## src/design/r2h_pkg.sv

```systemverilog
// Shared constants and types for the RGB to HSV converter.
package r2h_pkg;

  // The hue divisor is six times delta, which needs three bits above a channel.
  localparam int unsigned DIV_EXTRA_BITS = 3;

  // Which channel holds the maximum; red wins ties, then green.
  typedef enum logic [2:0] {
    MAX_RED   = 3'b001,
    MAX_GREEN = 3'b010,
    MAX_BLUE  = 3'b100
  } r2h_max_e;

endpackage

```

## src/design/r2h_if.sv

```systemverilog
// Handshake interfaces for the pixel input and the HSV result channels.
interface r2h_pix_if #(
  parameter int unsigned CHANNEL_BITS = 8
);
  logic                    valid;
  logic                    ready;
  logic [CHANNEL_BITS-1:0] red;
  logic [CHANNEL_BITS-1:0] green;
  logic [CHANNEL_BITS-1:0] blue;

  modport source (output valid, red, green, blue, input ready);
  modport sink   (input valid, red, green, blue, output ready);
endinterface

interface r2h_hsv_if #(
  parameter int unsigned CHANNEL_BITS = 8,
  parameter int unsigned HUE_BITS     = 16
);
  logic                    valid;
  logic                    ready;
  logic [HUE_BITS-1:0]     hue;
  logic [CHANNEL_BITS-1:0] saturation;
  logic [CHANNEL_BITS-1:0] brightness;

  modport source (output valid, hue, saturation, brightness, input ready);
  modport sink   (input valid, hue, saturation, brightness, output ready);
endinterface

```

## src/design/rgb_to_hsv_top.sv

```systemverilog
// Top level of the RGB to HSV converter: front stage and divider cell chain.
//
// Usage: pixels enter on pix_i (red, green, blue, CHANNEL_BITS each) with a
// valid/ready handshake; one HSV item leaves on hsv_o for every pixel, in order.
// Brightness is the largest channel, saturation is floor(max_code*delta/max),
// and hue is a HUE_BITS fraction of a full turn. Gray pixels give zero hue and
// saturation.
// Throughput is one item per clock while hsv_o is not stalled. The front
// register takes the item at the accepting edge, and each following cell adds
// one register, one cell per quotient bit of the longer of the two restoring
// divisions, which run side by side down the chain.
// Each stage holds its own valid bit and moves when the stage after it is
// empty or moving, so a stall at hsv_o fills bubbles before pix_i.ready drops.
// A result held on hsv_o stays stable until taken.
// Reset clears all valid bits; no item is in flight afterwards.
module rgb_to_hsv_top
  import r2h_pkg::*;
#(
  parameter int unsigned CHANNEL_BITS = 8,
  parameter int unsigned HUE_BITS     = 16
) (
  input  logic      clk_i,
  input  logic      rst_ni,
  r2h_pix_if.sink   pix_i,
  r2h_hsv_if.source hsv_o
);

  localparam int unsigned C      = CHANNEL_BITS;
  localparam int unsigned DW     = CHANNEL_BITS + DIV_EXTRA_BITS;
  localparam int unsigned STAGES = (CHANNEL_BITS > HUE_BITS) ? CHANNEL_BITS : HUE_BITS;

  logic                valid  [0:STAGES];
  logic                ready  [0:STAGES];
  logic                gray   [0:STAGES];
  logic [C-1:0]        bright [0:STAGES];
  logic [DW-1:0]       h_rem  [0:STAGES];
  logic [DW-1:0]       h_div  [0:STAGES];
  logic [HUE_BITS-1:0] h_quo  [0:STAGES];
  logic [C-1:0]        s_rem  [0:STAGES];
  logic [C-1:0]        s_low  [0:STAGES];
  logic [C-1:0]        s_quo  [0:STAGES];

  r2h_front #(
    .CHANNEL_BITS (CHANNEL_BITS),
    .HUE_BITS     (HUE_BITS)
  ) u_front (
    .clk_i       (clk_i),
    .rst_ni      (rst_ni),
    .in_valid_i  (pix_i.valid),
    .in_ready_o  (pix_i.ready),
    .red_i       (pix_i.red),
    .green_i     (pix_i.green),
    .blue_i      (pix_i.blue),
    .out_valid_o (valid[0]),
    .out_ready_i (ready[0]),
    .gray_o      (gray[0]),
    .bright_o    (bright[0]),
    .hue_rem_o   (h_rem[0]),
    .hue_div_o   (h_div[0]),
    .hue_quo_o   (h_quo[0]),
    .sat_rem_o   (s_rem[0]),
    .sat_low_o   (s_low[0]),
    .sat_quo_o   (s_quo[0])
  );

  for (genvar k = 0; k < STAGES; k++) begin : g_cell
    r2h_div_cell #(
      .CHANNEL_BITS (CHANNEL_BITS),
      .HUE_BITS     (HUE_BITS),
      .DO_HUE       (k < HUE_BITS),
      .DO_SAT       (k < CHANNEL_BITS)
    ) u_cell (
      .clk_i       (clk_i),
      .rst_ni      (rst_ni),
      .in_valid_i  (valid[k]),
      .in_ready_o  (ready[k]),
      .out_valid_o (valid[k+1]),
      .out_ready_i (ready[k+1]),
      .gray_i      (gray[k]),
      .bright_i    (bright[k]),
      .hue_rem_i   (h_rem[k]),
      .hue_div_i   (h_div[k]),
      .hue_quo_i   (h_quo[k]),
      .sat_rem_i   (s_rem[k]),
      .sat_low_i   (s_low[k]),
      .sat_quo_i   (s_quo[k]),
      .gray_o      (gray[k+1]),
      .bright_o    (bright[k+1]),
      .hue_rem_o   (h_rem[k+1]),
      .hue_div_o   (h_div[k+1]),
      .hue_quo_o   (h_quo[k+1]),
      .sat_rem_o   (s_rem[k+1]),
      .sat_low_o   (s_low[k+1]),
      .sat_quo_o   (s_quo[k+1])
    );
  end

  assign ready[STAGES]    = hsv_o.ready;
  assign hsv_o.valid      = valid[STAGES];
  // Gray pixels give a zero hue divisor; both their quotients are dropped.
  assign hsv_o.hue        = gray[STAGES] ? '0 : h_quo[STAGES];
  assign hsv_o.saturation = gray[STAGES] ? '0 : s_quo[STAGES];
  assign hsv_o.brightness = bright[STAGES];

endmodule

```

## src/design/r2h_front.sv

```systemverilog
// Front stage: max, min, delta, hue numerator and divisor, and the saturation halves, registered.
module r2h_front
  import r2h_pkg::*;
#(
  parameter int unsigned CHANNEL_BITS = 8,
  parameter int unsigned HUE_BITS     = 16
) (
  input  logic                                   clk_i,
  input  logic                                   rst_ni,
  input  logic                                   in_valid_i,
  output logic                                   in_ready_o,
  input  logic [CHANNEL_BITS-1:0]                red_i,
  input  logic [CHANNEL_BITS-1:0]                green_i,
  input  logic [CHANNEL_BITS-1:0]                blue_i,
  output logic                                   out_valid_o,
  input  logic                                   out_ready_i,
  output logic                                   gray_o,
  output logic [CHANNEL_BITS-1:0]                bright_o,
  output logic [CHANNEL_BITS+DIV_EXTRA_BITS-1:0] hue_rem_o,
  output logic [CHANNEL_BITS+DIV_EXTRA_BITS-1:0] hue_div_o,
  output logic [HUE_BITS-1:0]                    hue_quo_o,
  output logic [CHANNEL_BITS-1:0]                sat_rem_o,
  output logic [CHANNEL_BITS-1:0]                sat_low_o,
  output logic [CHANNEL_BITS-1:0]                sat_quo_o
);

  localparam int unsigned C  = CHANNEL_BITS;
  localparam int unsigned DW = CHANNEL_BITS + DIV_EXTRA_BITS;
  localparam int unsigned NW = DW + 1;

  r2h_max_e                 max_sel;
  logic [C-1:0]             mx, mn, delta;
  logic [C-1:0]             dif_a, dif_b;
  logic [DW-1:0]            div6;
  logic signed [NW-1:0]     offs, diff, num_raw, num_wrap;

  logic                     valid_q;
  logic                     gray_q;
  logic [C-1:0]             bright_q, sat_rem_q, sat_low_q;
  logic [DW-1:0]            hue_rem_q, hue_div_q;
  logic                     ready;

  always_comb begin
    if (red_i >= green_i && red_i >= blue_i) begin
      max_sel = MAX_RED;
    end else if (green_i >= blue_i) begin
      max_sel = MAX_GREEN;
    end else begin
      max_sel = MAX_BLUE;
    end

    mn = red_i;
    if (green_i < mn) mn = green_i;
    if (blue_i < mn) mn = blue_i;

    unique case (max_sel)
      MAX_RED: begin
        mx    = red_i;
        dif_a = green_i;
        dif_b = blue_i;
      end
      MAX_GREEN: begin
        mx    = green_i;
        dif_a = blue_i;
        dif_b = red_i;
      end
      MAX_BLUE: begin
        mx    = blue_i;
        dif_a = red_i;
        dif_b = green_i;
      end
      default: begin
        mx    = red_i;
        dif_a = green_i;
        dif_b = blue_i;
      end
    endcase

    delta = mx - mn;
    div6  = {1'b0, delta, 2'b00} + {2'b00, delta, 1'b0};

    unique case (max_sel)
      MAX_RED:   offs = '0;
      MAX_GREEN: offs = $signed({3'b000, delta, 1'b0});
      MAX_BLUE:  offs = $signed({2'b00, delta, 2'b00});
      default:   offs = '0;
    endcase

    diff     = $signed({4'b0000, dif_a}) - $signed({4'b0000, dif_b});
    num_raw  = offs + diff;
    // A negative numerator wraps by one full turn, six times delta.
    num_wrap = num_raw[NW-1] ? (num_raw + $signed({1'b0, div6})) : num_raw;
  end

  assign ready      = !valid_q || out_ready_i;
  assign in_ready_o = ready;

  always_ff @(posedge clk_i or negedge rst_ni) begin
    if (!rst_ni) begin
      valid_q <= 1'b0;
    end else if (ready) begin
      valid_q <= in_valid_i;
    end
  end

  // Saturation divides (2^C - 1) * delta by max; its high half is delta - 1
  // and its low half is 2^C - delta.
  always_ff @(posedge clk_i) begin
    if (ready && in_valid_i) begin
      gray_q    <= (delta == '0);
      bright_q  <= mx;
      hue_rem_q <= num_wrap[DW-1:0];
      hue_div_q <= div6;
      sat_rem_q <= delta - C'(1);
      sat_low_q <= C'(0) - delta;
    end
  end

  assign out_valid_o = valid_q;
  assign gray_o      = gray_q;
  assign bright_o    = bright_q;
  assign hue_rem_o   = hue_rem_q;
  assign hue_div_o   = hue_div_q;
  assign hue_quo_o   = '0;
  assign sat_rem_o   = sat_rem_q;
  assign sat_low_o   = sat_low_q;
  assign sat_quo_o   = '0;

endmodule

```

## src/design/r2h_div_cell.sv

```systemverilog
// One cell of the divider chain: a restoring step for hue, saturation or both, as DO_HUE and DO_SAT select.
module r2h_div_cell
  import r2h_pkg::*;
#(
  parameter int unsigned CHANNEL_BITS = 8,
  parameter int unsigned HUE_BITS     = 16,
  parameter bit          DO_HUE       = 1'b1,
  parameter bit          DO_SAT       = 1'b1
) (
  input  logic                                   clk_i,
  input  logic                                   rst_ni,
  input  logic                                   in_valid_i,
  output logic                                   in_ready_o,
  output logic                                   out_valid_o,
  input  logic                                   out_ready_i,
  input  logic                                   gray_i,
  input  logic [CHANNEL_BITS-1:0]                bright_i,
  input  logic [CHANNEL_BITS+DIV_EXTRA_BITS-1:0] hue_rem_i,
  input  logic [CHANNEL_BITS+DIV_EXTRA_BITS-1:0] hue_div_i,
  input  logic [HUE_BITS-1:0]                    hue_quo_i,
  input  logic [CHANNEL_BITS-1:0]                sat_rem_i,
  input  logic [CHANNEL_BITS-1:0]                sat_low_i,
  input  logic [CHANNEL_BITS-1:0]                sat_quo_i,
  output logic                                   gray_o,
  output logic [CHANNEL_BITS-1:0]                bright_o,
  output logic [CHANNEL_BITS+DIV_EXTRA_BITS-1:0] hue_rem_o,
  output logic [CHANNEL_BITS+DIV_EXTRA_BITS-1:0] hue_div_o,
  output logic [HUE_BITS-1:0]                    hue_quo_o,
  output logic [CHANNEL_BITS-1:0]                sat_rem_o,
  output logic [CHANNEL_BITS-1:0]                sat_low_o,
  output logic [CHANNEL_BITS-1:0]                sat_quo_o
);

  localparam int unsigned C  = CHANNEL_BITS;
  localparam int unsigned DW = CHANNEL_BITS + DIV_EXTRA_BITS;

  logic [DW:0]      hue_two;
  logic             hue_bit;
  logic [C:0]       sat_two;
  logic             sat_bit;
  logic [DW-1:0]    hue_rem_d;
  logic [HUE_BITS-1:0] hue_quo_d;
  logic [C-1:0]     sat_rem_d, sat_low_d, sat_quo_d;

  logic             valid_q;
  logic             gray_q;
  logic [C-1:0]     bright_q, sat_rem_q, sat_low_q, sat_quo_q;
  logic [DW-1:0]    hue_rem_q, hue_div_q;
  logic [HUE_BITS-1:0] hue_quo_q;
  logic             ready;

  // The remainder stays below the divisor, so doubling it needs one more bit
  // and a subtraction brings it back below the divisor.
  always_comb begin
    hue_two = {hue_rem_i, 1'b0};
    hue_bit = (hue_two >= {1'b0, hue_div_i});
    sat_two = {sat_rem_i, sat_low_i[C-1]};
    sat_bit = (sat_two >= {1'b0, bright_i});

    if (DO_HUE) begin
      hue_rem_d = hue_bit ? DW'(hue_two - {1'b0, hue_div_i}) : hue_two[DW-1:0];
      hue_quo_d = {hue_quo_i[HUE_BITS-2:0], hue_bit};
    end else begin
      hue_rem_d = hue_rem_i;
      hue_quo_d = hue_quo_i;
    end

    if (DO_SAT) begin
      sat_rem_d = sat_bit ? C'(sat_two - {1'b0, bright_i}) : sat_two[C-1:0];
      sat_low_d = {sat_low_i[C-2:0], 1'b0};
      sat_quo_d = {sat_quo_i[C-2:0], sat_bit};
    end else begin
      sat_rem_d = sat_rem_i;
      sat_low_d = sat_low_i;
      sat_quo_d = sat_quo_i;
    end
  end

  assign ready      = !valid_q || out_ready_i;
  assign in_ready_o = ready;

  always_ff @(posedge clk_i or negedge rst_ni) begin
    if (!rst_ni) begin
      valid_q <= 1'b0;
    end else if (ready) begin
      valid_q <= in_valid_i;
    end
  end

  always_ff @(posedge clk_i) begin
    if (ready && in_valid_i) begin
      gray_q    <= gray_i;
      bright_q  <= bright_i;
      hue_rem_q <= hue_rem_d;
      hue_div_q <= hue_div_i;
      hue_quo_q <= hue_quo_d;
      sat_rem_q <= sat_rem_d;
      sat_low_q <= sat_low_d;
      sat_quo_q <= sat_quo_d;
    end
  end

  assign out_valid_o = valid_q;
  assign gray_o      = gray_q;
  assign bright_o    = bright_q;
  assign hue_rem_o   = hue_rem_q;
  assign hue_div_o   = hue_div_q;
  assign hue_quo_o   = hue_quo_q;
  assign sat_rem_o   = sat_rem_q;
  assign sat_low_o   = sat_low_q;
  assign sat_quo_o   = sat_quo_q;

endmodule
```

## src/flat_wrapper.sv

```systemverilog
// flat-port wrapper written by rule: the top's interface ports become plain ports
module rgb_to_hsv_top_flat import r2h_pkg::*;
#(
  parameter int unsigned CHANNEL_BITS = 8,
  parameter int unsigned HUE_BITS     = 16
)
  (clk_i, rst_ni, pix_i_valid, pix_i_red, pix_i_green, pix_i_blue, pix_i_ready, hsv_o_valid, hsv_o_hue, hsv_o_saturation, hsv_o_brightness, hsv_o_ready);
  r2h_pix_if #(.CHANNEL_BITS(CHANNEL_BITS)) pix_i_i ();
  r2h_hsv_if #(.CHANNEL_BITS(CHANNEL_BITS), .HUE_BITS(HUE_BITS)) hsv_o_i ();
  input  logic clk_i;
  input  logic rst_ni;
  input wire logic [$bits(pix_i_i.valid)-1:0] pix_i_valid;
  input wire logic [$bits(pix_i_i.red)-1:0] pix_i_red;
  input wire logic [$bits(pix_i_i.green)-1:0] pix_i_green;
  input wire logic [$bits(pix_i_i.blue)-1:0] pix_i_blue;
  output wire logic [$bits(pix_i_i.ready)-1:0] pix_i_ready;
  output wire logic [$bits(hsv_o_i.valid)-1:0] hsv_o_valid;
  output wire logic [$bits(hsv_o_i.hue)-1:0] hsv_o_hue;
  output wire logic [$bits(hsv_o_i.saturation)-1:0] hsv_o_saturation;
  output wire logic [$bits(hsv_o_i.brightness)-1:0] hsv_o_brightness;
  input wire logic [$bits(hsv_o_i.ready)-1:0] hsv_o_ready;
  assign pix_i_i.valid = pix_i_valid;
  assign pix_i_i.red = pix_i_red;
  assign pix_i_i.green = pix_i_green;
  assign pix_i_i.blue = pix_i_blue;
  assign pix_i_ready = pix_i_i.ready;
  assign hsv_o_valid = hsv_o_i.valid;
  assign hsv_o_hue = hsv_o_i.hue;
  assign hsv_o_saturation = hsv_o_i.saturation;
  assign hsv_o_brightness = hsv_o_i.brightness;
  assign hsv_o_i.ready = hsv_o_ready;
  rgb_to_hsv_top #(.CHANNEL_BITS(CHANNEL_BITS), .HUE_BITS(HUE_BITS)) u_core (.clk_i(clk_i), .rst_ni(rst_ni), .pix_i(pix_i_i), .hsv_o(hsv_o_i));
endmodule
```

## config.mk

```make
export PLATFORM = sky130hd
export DESIGN_NAME = rgb_to_hsv_top_flat
export DESIGN_NICKNAME = d
export VERILOG_FILES = /design/src/design/r2h_pkg.sv /design/src/design/r2h_if.sv /design/src/design/rgb_to_hsv_top.sv /design/src/design/r2h_front.sv /design/src/design/r2h_div_cell.sv /design/src/flat_wrapper.sv
export SDC_FILE = /design/constraint.sdc
export NUM_CORES = 1
export LEC_CHECK = 0
export BUFFER_PORTS_ARGS = -buffer_cell sky130_fd_sc_hd__buf_2
export CAP_MARGIN = 10
export CORE_MARGIN = 2
export CORE_UTILIZATION = 30
export CTS_BUF_LIST = sky130_fd_sc_hd__clkbuf_4
export CTS_CLUSTER_SIZE = 40
export DETAILED_ROUTE_END_ITERATION = 8
export SYNTH_ARGS = -nofsm -noshare
export SYNTH_HDL_FRONTEND = slang
export SYNTH_SLANG_ARGS = --single-unit
```

## constraint.sdc

```tcl
create_clock -name clk_i -period 5.6 [get_ports clk_i]
set_clock_uncertainty 0.1 [all_clocks]
set_input_delay 0 -clock clk_i [delete_from_list [all_inputs] [get_ports clk_i]]
set_output_delay 0 -clock clk_i [all_outputs]
set_load 0.02 [all_outputs]
```

======== Yosys cells after proc, flatten, opt, wreduce, memory -nomap -nowiden ========
Index checks and enable logic that the tools add are counted.
word-level totals
  flip-flop bits (word level) ............. 858
  bits of input ports ..................... 28
  output and inout port bits .............. 34
  word-level logic and storage cells ...... 292
cells by class
  $add $sub $neg .......................... 29
  magnitude comparators ................... 29
  equal/unequal tests ..................... 2
  multiplexer cells ....................... 33
  reductions and logical operators ........ 53
operators by type and width
  kind                 count
  $ge 12x11->1         16
  $mux 11              16
  $sub 11x11->11       15
  $mux 8               10
  $ge 9x8->1           8
  $sub 8x8->8          8
  $pmux 8 s2           3
  $ge 8x8->1           3
  $pmux 10 s2          1
  $logic_and 1x1->1    18
  $logic_not 1->1      17
  $logic_or 1x1->1     17
  $lt 8x8->1           2
  $mux 16              1
  $add 11x9->12        1
  $add 10x9->11        1
  $add 11x11->11       1
  $sub 8x8->9          1
  $logic_not 8->1      1
  $sub 1x8->8 const A  1
  $sub 8x1->8 const B  1
  $mux 3               2
  $eq 3x2->1 const B   1
  $eq 3x3->1 const B   1

======== Logic depth before layout (Yosys ltp) ========
Gate-level depths: netlist of the first run.
  depth after elaboration ................. 19
  mapped depth ............................ 39
  mapped depth without buffers ............ 38

======== By module ========
Synthesis of the first run repeated with hierarchy kept, for this count alone.
unflattened totals
  cells, all modules ...................... 3,878
  area, all modules ....................... 54,920.2 µm²
by module, submodules not included
  module                                        times used  cells an instance  area each (µm²)  seq. area each (µm²)
  r2h_div_cell at u_core.g_cell[10].u_cell ...  8           174                2,917.8          2,157.1
  r2h_div_cell at u_core.g_cell[1].u_cell ...   5           240                3,308.2          2,127.0
  r2h_div_cell at u_core.g_cell[0].u_cell ...   2           227                3,258.1          2,127.0
  r2h_front                                     1           567                5,066.1          1,346.3
  r2h_div_cell at u_core.g_cell[4].u_cell       1           239                3,241.9          2,127.0
  rgb_to_hsv_top                                1           26                 212.7            0.0

======== Worst setup path before layout of the first run ========
Ideal clock, no wire load.
  path kind ............................... input to register
  start point ............................. input port pix_i_red[1]
  end point ............................... register u_core.u_front.hue_rem_q[10], in the netlist u_core.u_front.hue_rem_o[10] (data pin)
  setup time .............................. 0.263 ns
  arrival time ............................ 6.175 ns
  required time ........................... 5.237 ns
  slack ................................... -0.938 ns
  stages on the path ...................... 34
  path buffers ............................ 2
  cells stage by stage .................... inv_1 > ha_1 > nor2b_1 > o211ai_2 > a21oi_2 > nor3_1 > buf_2 > mux2i_1 > ha_1 > a211oi_1 > nor2_1 > nor3_1 > and4b_1 > nor3_4 > clkbuf_1 > a21oi_1 > ha_1 > fa_1 > inv_1 > nand2_1 > o21ai_0 > nand2b_1 > fa_1 > inv_1 > ha_1 > a21o_1 > a21oi_1 > o21bai_1 > a2111o_1 > a31o_2 > a21oi_1 > xnor2_1 > nand2b_1 > xor2_1
between the ends
  word-level cells in the longest chain between the ends .. 10
  elaborated cells between the ends (all ways) .. 20
  those cells by class .................... add/sub: 5; order compare: 4; eq/ne: 2; mux: 8; reduce/logical: 1
ends and longest elaborated chain
  item                                                                   RTL line            RTL
  start: declaration                                                     flat_wrapper.sv:13  input wire logic [$bits(pix_i_i.red)-1:0] pix_i_red;
  parallel branches: the longest is 9 deep, another holds $add 11x9->12  --
  $mux 11 (*)                                                            r2h_front.sv:92     num_wrap = num_raw[NW-1] ? (num_raw + $signed({1'b0, div6})) : num_raw;
  via u_core.u_front.num_wrap[10]                                        r2h_front.sv:35     logic signed [NW-1:0] offs, diff, num_raw, num_wrap;
  end signal: assignment                                                 r2h_front.sv:112    hue_rem_q <= num_wrap[DW-1:0];
  end: declaration                                                       r2h_front.sv:40     logic [DW-1:0] hue_rem_q, hue_div_q;
Mark *: on every way through the listed nets, which the timed path passes.
A chain may end at the register's enable or synchronous reset.

======== Worst setup path in the final report of the first run ========
Same ends and word-level chain as after synthesis.

==> out/metrics.cfg, run 1 <==
[floorplanning]
fp.dieW_um = 367
initial_core_util_pct = 30.1
rows = 133
io_pins = 62
die_h_um = 367
core_mm2 = 0.131
dieArea_mm2 = 0.135

[final_layout]
final_common_cell = edfxtp_1
nets = 3793
final_cell_mix = edfxtp_1, inv_1, ha_1, clkbuf_4, nor2_1
final_util_pct = 35.4
multiInputGateArea_mm2 = 0.0140
drive_above_1_share_pct = 20.1
syn_to_final_growth_pct = 17.3
final-seq-area_mm2 = 0.0243
num-fill-cells = 12800

[worst_setup_path]
cp_slowest_stage_delay_ns = 0.56
crit_top_cell = a21oi_2
crit_path_end_kind = register
crit_start = pix_i_red[1]
cp_max_fo = 7
ff2ff_setup_slack_ns = 1.79
r2r_start = u_core.g_cell[0].u_cell.hue_div_o[2]$_DFFE_PP_
arrival_ns = 6.22
critical_path_class = primary input to register
rr_worst_depth = 11
worstSetupStartpointType = primary input
critPathRequiredTime_ns = 6.24
critical_path.slowest_cell = fa_2

[global_route]
grtUsageMet1_pct = 10.6
grt-ovfl-total = 0
grt_pass1_wl_mm = 112
antenna_found_initial = 2
grt-busiest-layer = met2
grt_pass1_vias = 23900
met2_usage_pct = 18.4
grtUsageMet3_pct = 2.33
grt.total_usage_pct = 9.94
grt_max_degree = 53

[drt]
post_drt_wl_per_cell_um = 12.5
ant_nets = 0
drt-pass1-iter-count = 6
viasPerCell = 4.33
num_vias = 23200
drt_iter0_markers = 938
remaining_drc_errors = 0
wirelength_mm = 66.8

[power]
p_int_mw = 19.2
power_leakage_nw = 18.8
clock_power_share_pct = 16.2
ir_drop_v = 0.00100
power_density_mw_per_mm2 = 637
seqPwrFrac_pct = 35.2
sw_frac_of_total_pct = 35.0
switchingPower_mw = 10.3
power_frac_comb_pct = 48.6

[sta]
rsz0062_at_grt = yes
slew_headroom_pct = 21.0
layout_setup_ws_ns = 0.0245
period_needed_ns = 5.58
final-setup-viol-count = 0
slew_violations = 0
tightestPinTransition_ns = 1.18
hold_viol_final = 0
whs_ns = 0.125
fin_crit_sh_pct = 99.6
fmax_mhz = 179

[synthesis]
syn_area_mm2 = 0.0395
synth_edf_count = 795
synthDistinctLibCells = 63
synth_seq_cells = 812
avgSynthCellArea_um2 = 13.1
async_flop_share_pct = 2.09
syn_nets = 3374
yosys_warnings = 0
ys.flop_type = edfxtp_1
syn_inst = 3013
yosysSeqAreaShare_pct = 61.5

[clock_network]
cts_max_level = 4
tritoncts = built
cts_buffers = 203
clk_latency_ns = 1.02
clkTransAtPathRegs_ns = 0.07
clockRootBuffer = clkbuf_4
cts_buffer_depth = 3
cts.sinks = 812

[placed_design]
dpl.hpwl_mm = 48.8
gp_congestion = 0.843
dp_slack_ns = -1.12
io_buffers = 61

[job]
cap_violations = 0

[status]
status = finished, final reports clean

[min_path]
hold_depth = 8
hp-start = pix_i_green[1]
hold_path.class = primary input to register

==> sequential cells by signal, indices dropped and copies added, names as in the netlist <==
name                              cells
u_core.g_cell.u_cell.bright_o       128
u_core.g_cell.u_cell.gray_o          16
u_core.g_cell.u_cell.hue_div_o      144
u_core.g_cell.u_cell.hue_quo_o      136
u_core.g_cell.u_cell.hue_rem_o      150
u_core.g_cell.u_cell.out_valid_o     16
u_core.g_cell.u_cell.sat_low_o       21
u_core.g_cell.u_cell.sat_quo_o      100
u_core.g_cell.u_cell.sat_rem_o       56
u_core.u_front.bright_o               8
u_core.u_front.gray_o                 1
u_core.u_front.hue_div_o              8
u_core.u_front.hue_rem_o             11
u_core.u_front.out_valid_o            1
u_core.u_front.sat_low_o              8
u_core.u_front.sat_rem_o              8
==> power by group through the flow <==
stage | sequential, mW | clock (mW) | combinational (mW)
final | 10.4 | 4.78 | 14.3
after global routing | 10.6 | 5.30 | 16.1
after CTS | 10.4 | 5.00 | 14.0
after detailed placement | 10.5 | 0 | 13.8
after global placement | 10.5 | 0 | 13.5
after floorplan | 10.2 | 0 | 10.1
==> final timing paths <==
kind	end
max	u_core.u_front.hue_rem_o[10]$_DFFE_PP_
max in group asynchronous	u_core.g_cell[14].u_cell.out_valid_o$_DFFE_PN0P_
min reg2reg	u_core.g_cell[11].u_cell.hue_quo_o[1]$_DFFE_PP_
min	u_core.u_front.hue_rem_o[1]$_DFFE_PP_
min in group asynchronous	u_core.g_cell[2].u_cell.out_valid_o$_DFFE_PN0P_
max reg2reg	u_core.g_cell[1].u_cell.hue_rem_o[4]$_DFFE_PP_
==> worst max-delay path: cells and delay by family <==
kind	cells	cell delay (ns)
adder cells (fa/ha/maj)	6	1.79
AND/OR/NAND/NOR	11	1.51
buffers and inverters	5	0.44
XOR/XNOR	3	0.52
AO/OA/AOI/OAI	11	1.73
multiplexers	1	0.25
==> stage by stage <==
step / setup TNS (ns) / instances / power, mW / area (um2)
2_1_floorplan: -1.21 / 3013 / 20.3 / 39600
3_3_place_gp: -6.50 / 4933 / 24.0 / 43100
3_5_place_dp: -7.85 / 4933 / 24.3 / 43100
4_1_cts: 0 / 5327 / 29.4 / 46100
5_1_grt: -0.368 / 5342 / 32.0 / 46300
6_report: 0 / 5346 / 29.5 / 46300
==> logic make-up after synthesis <==
logic type                 count (synthesis)  synth area share (%)
AOI/OAI and AO/OA                        534                  8.32
xor gates and xnor gates                 168                  3.77
adders and majority gates                333                  11.1
buffers and inverters                    396                  3.86
DFF                                      812                  61.5
muxes                                    122                  3.38
and+or+nand+nor                          648                  8.06
==> synthesized netlist by cell type (8+ instances only) <==
cell / instances / area share [%]
inv_1: 349 / 3.3
nor2_1: 197 / 1.9
buf_4: 8 / 0.15
nand2_1: 128 / 1.2
a21o_1: 76 / 1.4
nand4_1: 43 / 0.68
and3_1: 9 / 0.14
edfxtp_1: 795 / 60
a211oi_1: 33 / 0.63
fa_1: 27 / 1.4
xor2_1: 56 / 1.2
or2_2: 10 / 0.16
mux2_2: 90 / 2.6
a221oi_1: 9 / 0.20
dfrtp_1: 17 / 1.1
nand3_1: 26 / 0.33
nor2b_1: 96 / 1.5
xnor2_1: 110 / 2.4
clkbuf_1: 27 / 0.26
and2_1: 19 / 0.30
a21oi_1: 162 / 2.1
nor3_1: 39 / 0.49
a21boi_0: 28 / 0.53
mux2i_1: 32 / 0.81
ha_1: 306 / 9.7
a31oi_1: 8 / 0.13
nand2b_1: 59 / 0.93
o21ai_1: 17 / 0.22
o21ai_0: 139 / 1.8
nor4_1: 13 / 0.21
o21a_1: 8 / 0.15
==> what timing repair did <==
| item | 4_1_cts | 5_1_grt |
|---|---|---|
| hold buffers | 38 | 0 |
| endpoints found under the setup margin | 0 | 10 |
| buffers inserted | 0 | 10 |
| resized for setup | 0 | 41 |
| hold endpoints to repair | 128 | 0 |
==> metal layers <==
layer  up-vias  part of all wire, %
met3       157                  3.7
met5         -                    0
met4         0                  2.6
met1     10800                   41
li1      11800                    -
met2       359                   53
==> area by class of cell <==
type | instances | share of cell area, %
well taps | 1755 | 4.74
clock buffers | 298 | 4.83
diodes | 8 | 0.0432
multi-input cells | 1805 | 30.3
flip-flops and latches | 812 | 52.4
repair buffers | 261 | 4.14
clock inverters | 58 | 0.683
inverters | 349 | 2.84
Power figures use the tool's default switching activity.
==> run 2: changes to the inputs <==
Settings changed: MAX_ROUTING_LAYER set to met4.
==> run 2 against run 1 <==
Utilization barely moved. Critical path depth did not move. Cell count barely moved. Critical endpoint unchanged. Highest routed layer unchanged.
==> out/metrics.cfg, run 2 (synthesis results as in run 1) <==
[worst_setup_path]
cp_max_fo = 7
critPathBufInv = 5
critical_path_class = primary input to register
arrival_ns = 6.22
cp_slowest_stage_delay_ns = 0.56
crit_path_end_kind = register
critPathRequiredTime_ns = 6.25
crit_family = adder cells
crit_top_cell = a21oi_2
critical_path.slowest_cell = fa_2
worstSetupStartpointType = primary input

[sta]
whs_ns = 0.115
final-setup-viol-count = 0
hold_viol_final = 0
fin_setup_tns_ns = 0
slew_headroom_pct = 22.0
period_needed_ns = 5.57
rsz0062_at_grt = yes
fin_crit_sh_pct = 99.5
fmax_mhz = 180
slew_violations = 0
tightestPinTransition_ns = 1.17

[clock_network]
cts_max_level = 4
clkTransAtPathRegs_ns = 0.07
cts.sinks = 812
cts_buffers = 203
clk_latency_ns = 1.03
tritoncts = built
cts_buffer_depth = 3
clockRootBuffer = clkbuf_4

[power]
ir_drop_v = 0.00100
power_density_mw_per_mm2 = 637
power_leakage_nw = 18.8

[floorplanning]
initial_core_util_pct = 30.1
rows = 133
dieArea_mm2 = 0.135
fp.dieW_um = 367
io_pins = 62
die_h_um = 367
core_mm2 = 0.131

[drt]
drt-pass1-iter-count = 5
ant_nets = 0
post_drt_wl_per_cell_um = 12.5
remaining_drc_errors = 0
wirelength_mm = 66.8
viasPerCell = 4.34
num_vias = 23200
drt_iter0_markers = 960

[global_route]
antenna_found_initial = 2
grt.total_usage_pct = 10.2
grt_pass1_vias = 23900
grt_max_degree = 53
grt-ovfl-total = 0
grt_pass1_wl_mm = 112

[placed_design]
io_buffers = 61
dpl.hpwl_mm = 48.8
placed_cells = 4933
gp_congestion = 0.856

[min_path]
hold_path.class = primary input to register

[job]
cap_violations = 0

[status]
status = finished, final reports clean

[final_layout]
stdcell_count = 5344
drive_above_1_share_pct = 20.1
multiInputGateArea_mm2 = 0.0140
final_util_pct = 35.4
num-fill-cells = 12800
final-seq-area_mm2 = 0.0243
syn_to_final_growth_pct = 17.3
final_cell_mix = edfxtp_1, inv_1, ha_1, clkbuf_4, nor2_1
largest_reg_flops = 150
final_common_cell = edfxtp_1
nets = 3793

-- run 2: power breakdown --
part	switching, mW	internal (mW)
Sequential	0.804	9.58
Combinational	7.28	7.08
Clock	2.26	2.52
-- run 2: per-stage QoR --
| step | cell area [um2] | worst slack, ns | power, mW |
|---|---|---|---|
| CTS | 46100 | 0.0215 | 29.4 |
| finish | 46300 | 0.0291 | 29.5 |
| global placement | 43100 | -1.00 | 24.0 |
| global route | 46300 | -0.225 | 32.0 |
| detailed placement | 43100 | -1.12 | 24.3 |
| floorplan | 39600 | -0.503 | 20.3 |
-- run 2: path summary, 6_finish.rpt --
kind | from | end | slack [ns] | depth (start not counted)
max | pix_i_red[1] | u_core.u_front.hue_rem_o[10]$_DFFE_PP_ | 0.03 | 37
min | pix_i_green[1] | u_core.u_front.hue_rem_o[1]$_DFFE_PP_ | 0.12 | 8
max reg2reg | u_core.g_cell[0].u_cell.hue_div_o[2]$_DFFE_PP_ | u_core.g_cell[1].u_cell.hue_rem_o[4]$_DFFE_PP_ | 1.81 | 11
min reg2reg | u_core.g_cell[2].u_cell.hue_quo_o[2]$_DFFE_PP_ | u_core.g_cell[3].u_cell.hue_quo_o[3]$_DFFE_PP_ | 0.29 | 0
max in group asynchronous | rst_ni | u_core.g_cell[14].u_cell.out_valid_o$_DFFE_PN0P_ | 4.64 | 3
min in group asynchronous | rst_ni | u_core.g_cell[2].u_cell.out_valid_o$_DFFE_PN0P_ | 0.13 | 3
-- run 2: final cells by class --
cell class	count	area share, %
Antenna cell	6	0.0324
Clock buffer	298	4.83
Clock inverter	58	0.683
Inverter	349	2.84
Multi-Input combinational cell	1805	30.3
Sequential cell	812	52.5
Tap cell	1755	4.74
Timing Repair Buffer	261	4.14
-- run 2: repair_timing --
| item | in CTS | in global routing |
|---|---|---|
| hold endpoints to repair | 128 | 0 |
| gates resized for setup | 0 | 41 |
| hold buffers | 38 | 0 |
| setup buffers | 0 | 10 |
| setup endpoints to repair | 0 | 10 |
-- run 2: metal layers --
layer	GRT usage [%]	share of wire (%)
met5	-	0
met4	4.58	2.5
met3	2.32	3.6
met2	18.4	53
met1	10.6	41
-- run 2: worst register-to-register path, cell delays in order (launching register included) --
cell and delay [ns]:
edfxtp_1 0.43, inv_1 0.08, ha_1 0.23, nor2b_1 0.13, o21ai_0 0.25, a21boi_0 0.19, o21ai_0 0.20, nand2b_1 0.12
a31oi_1 0.29, o211ai_1 0.18, a21boi_1 0.91, mux2_2 0.45
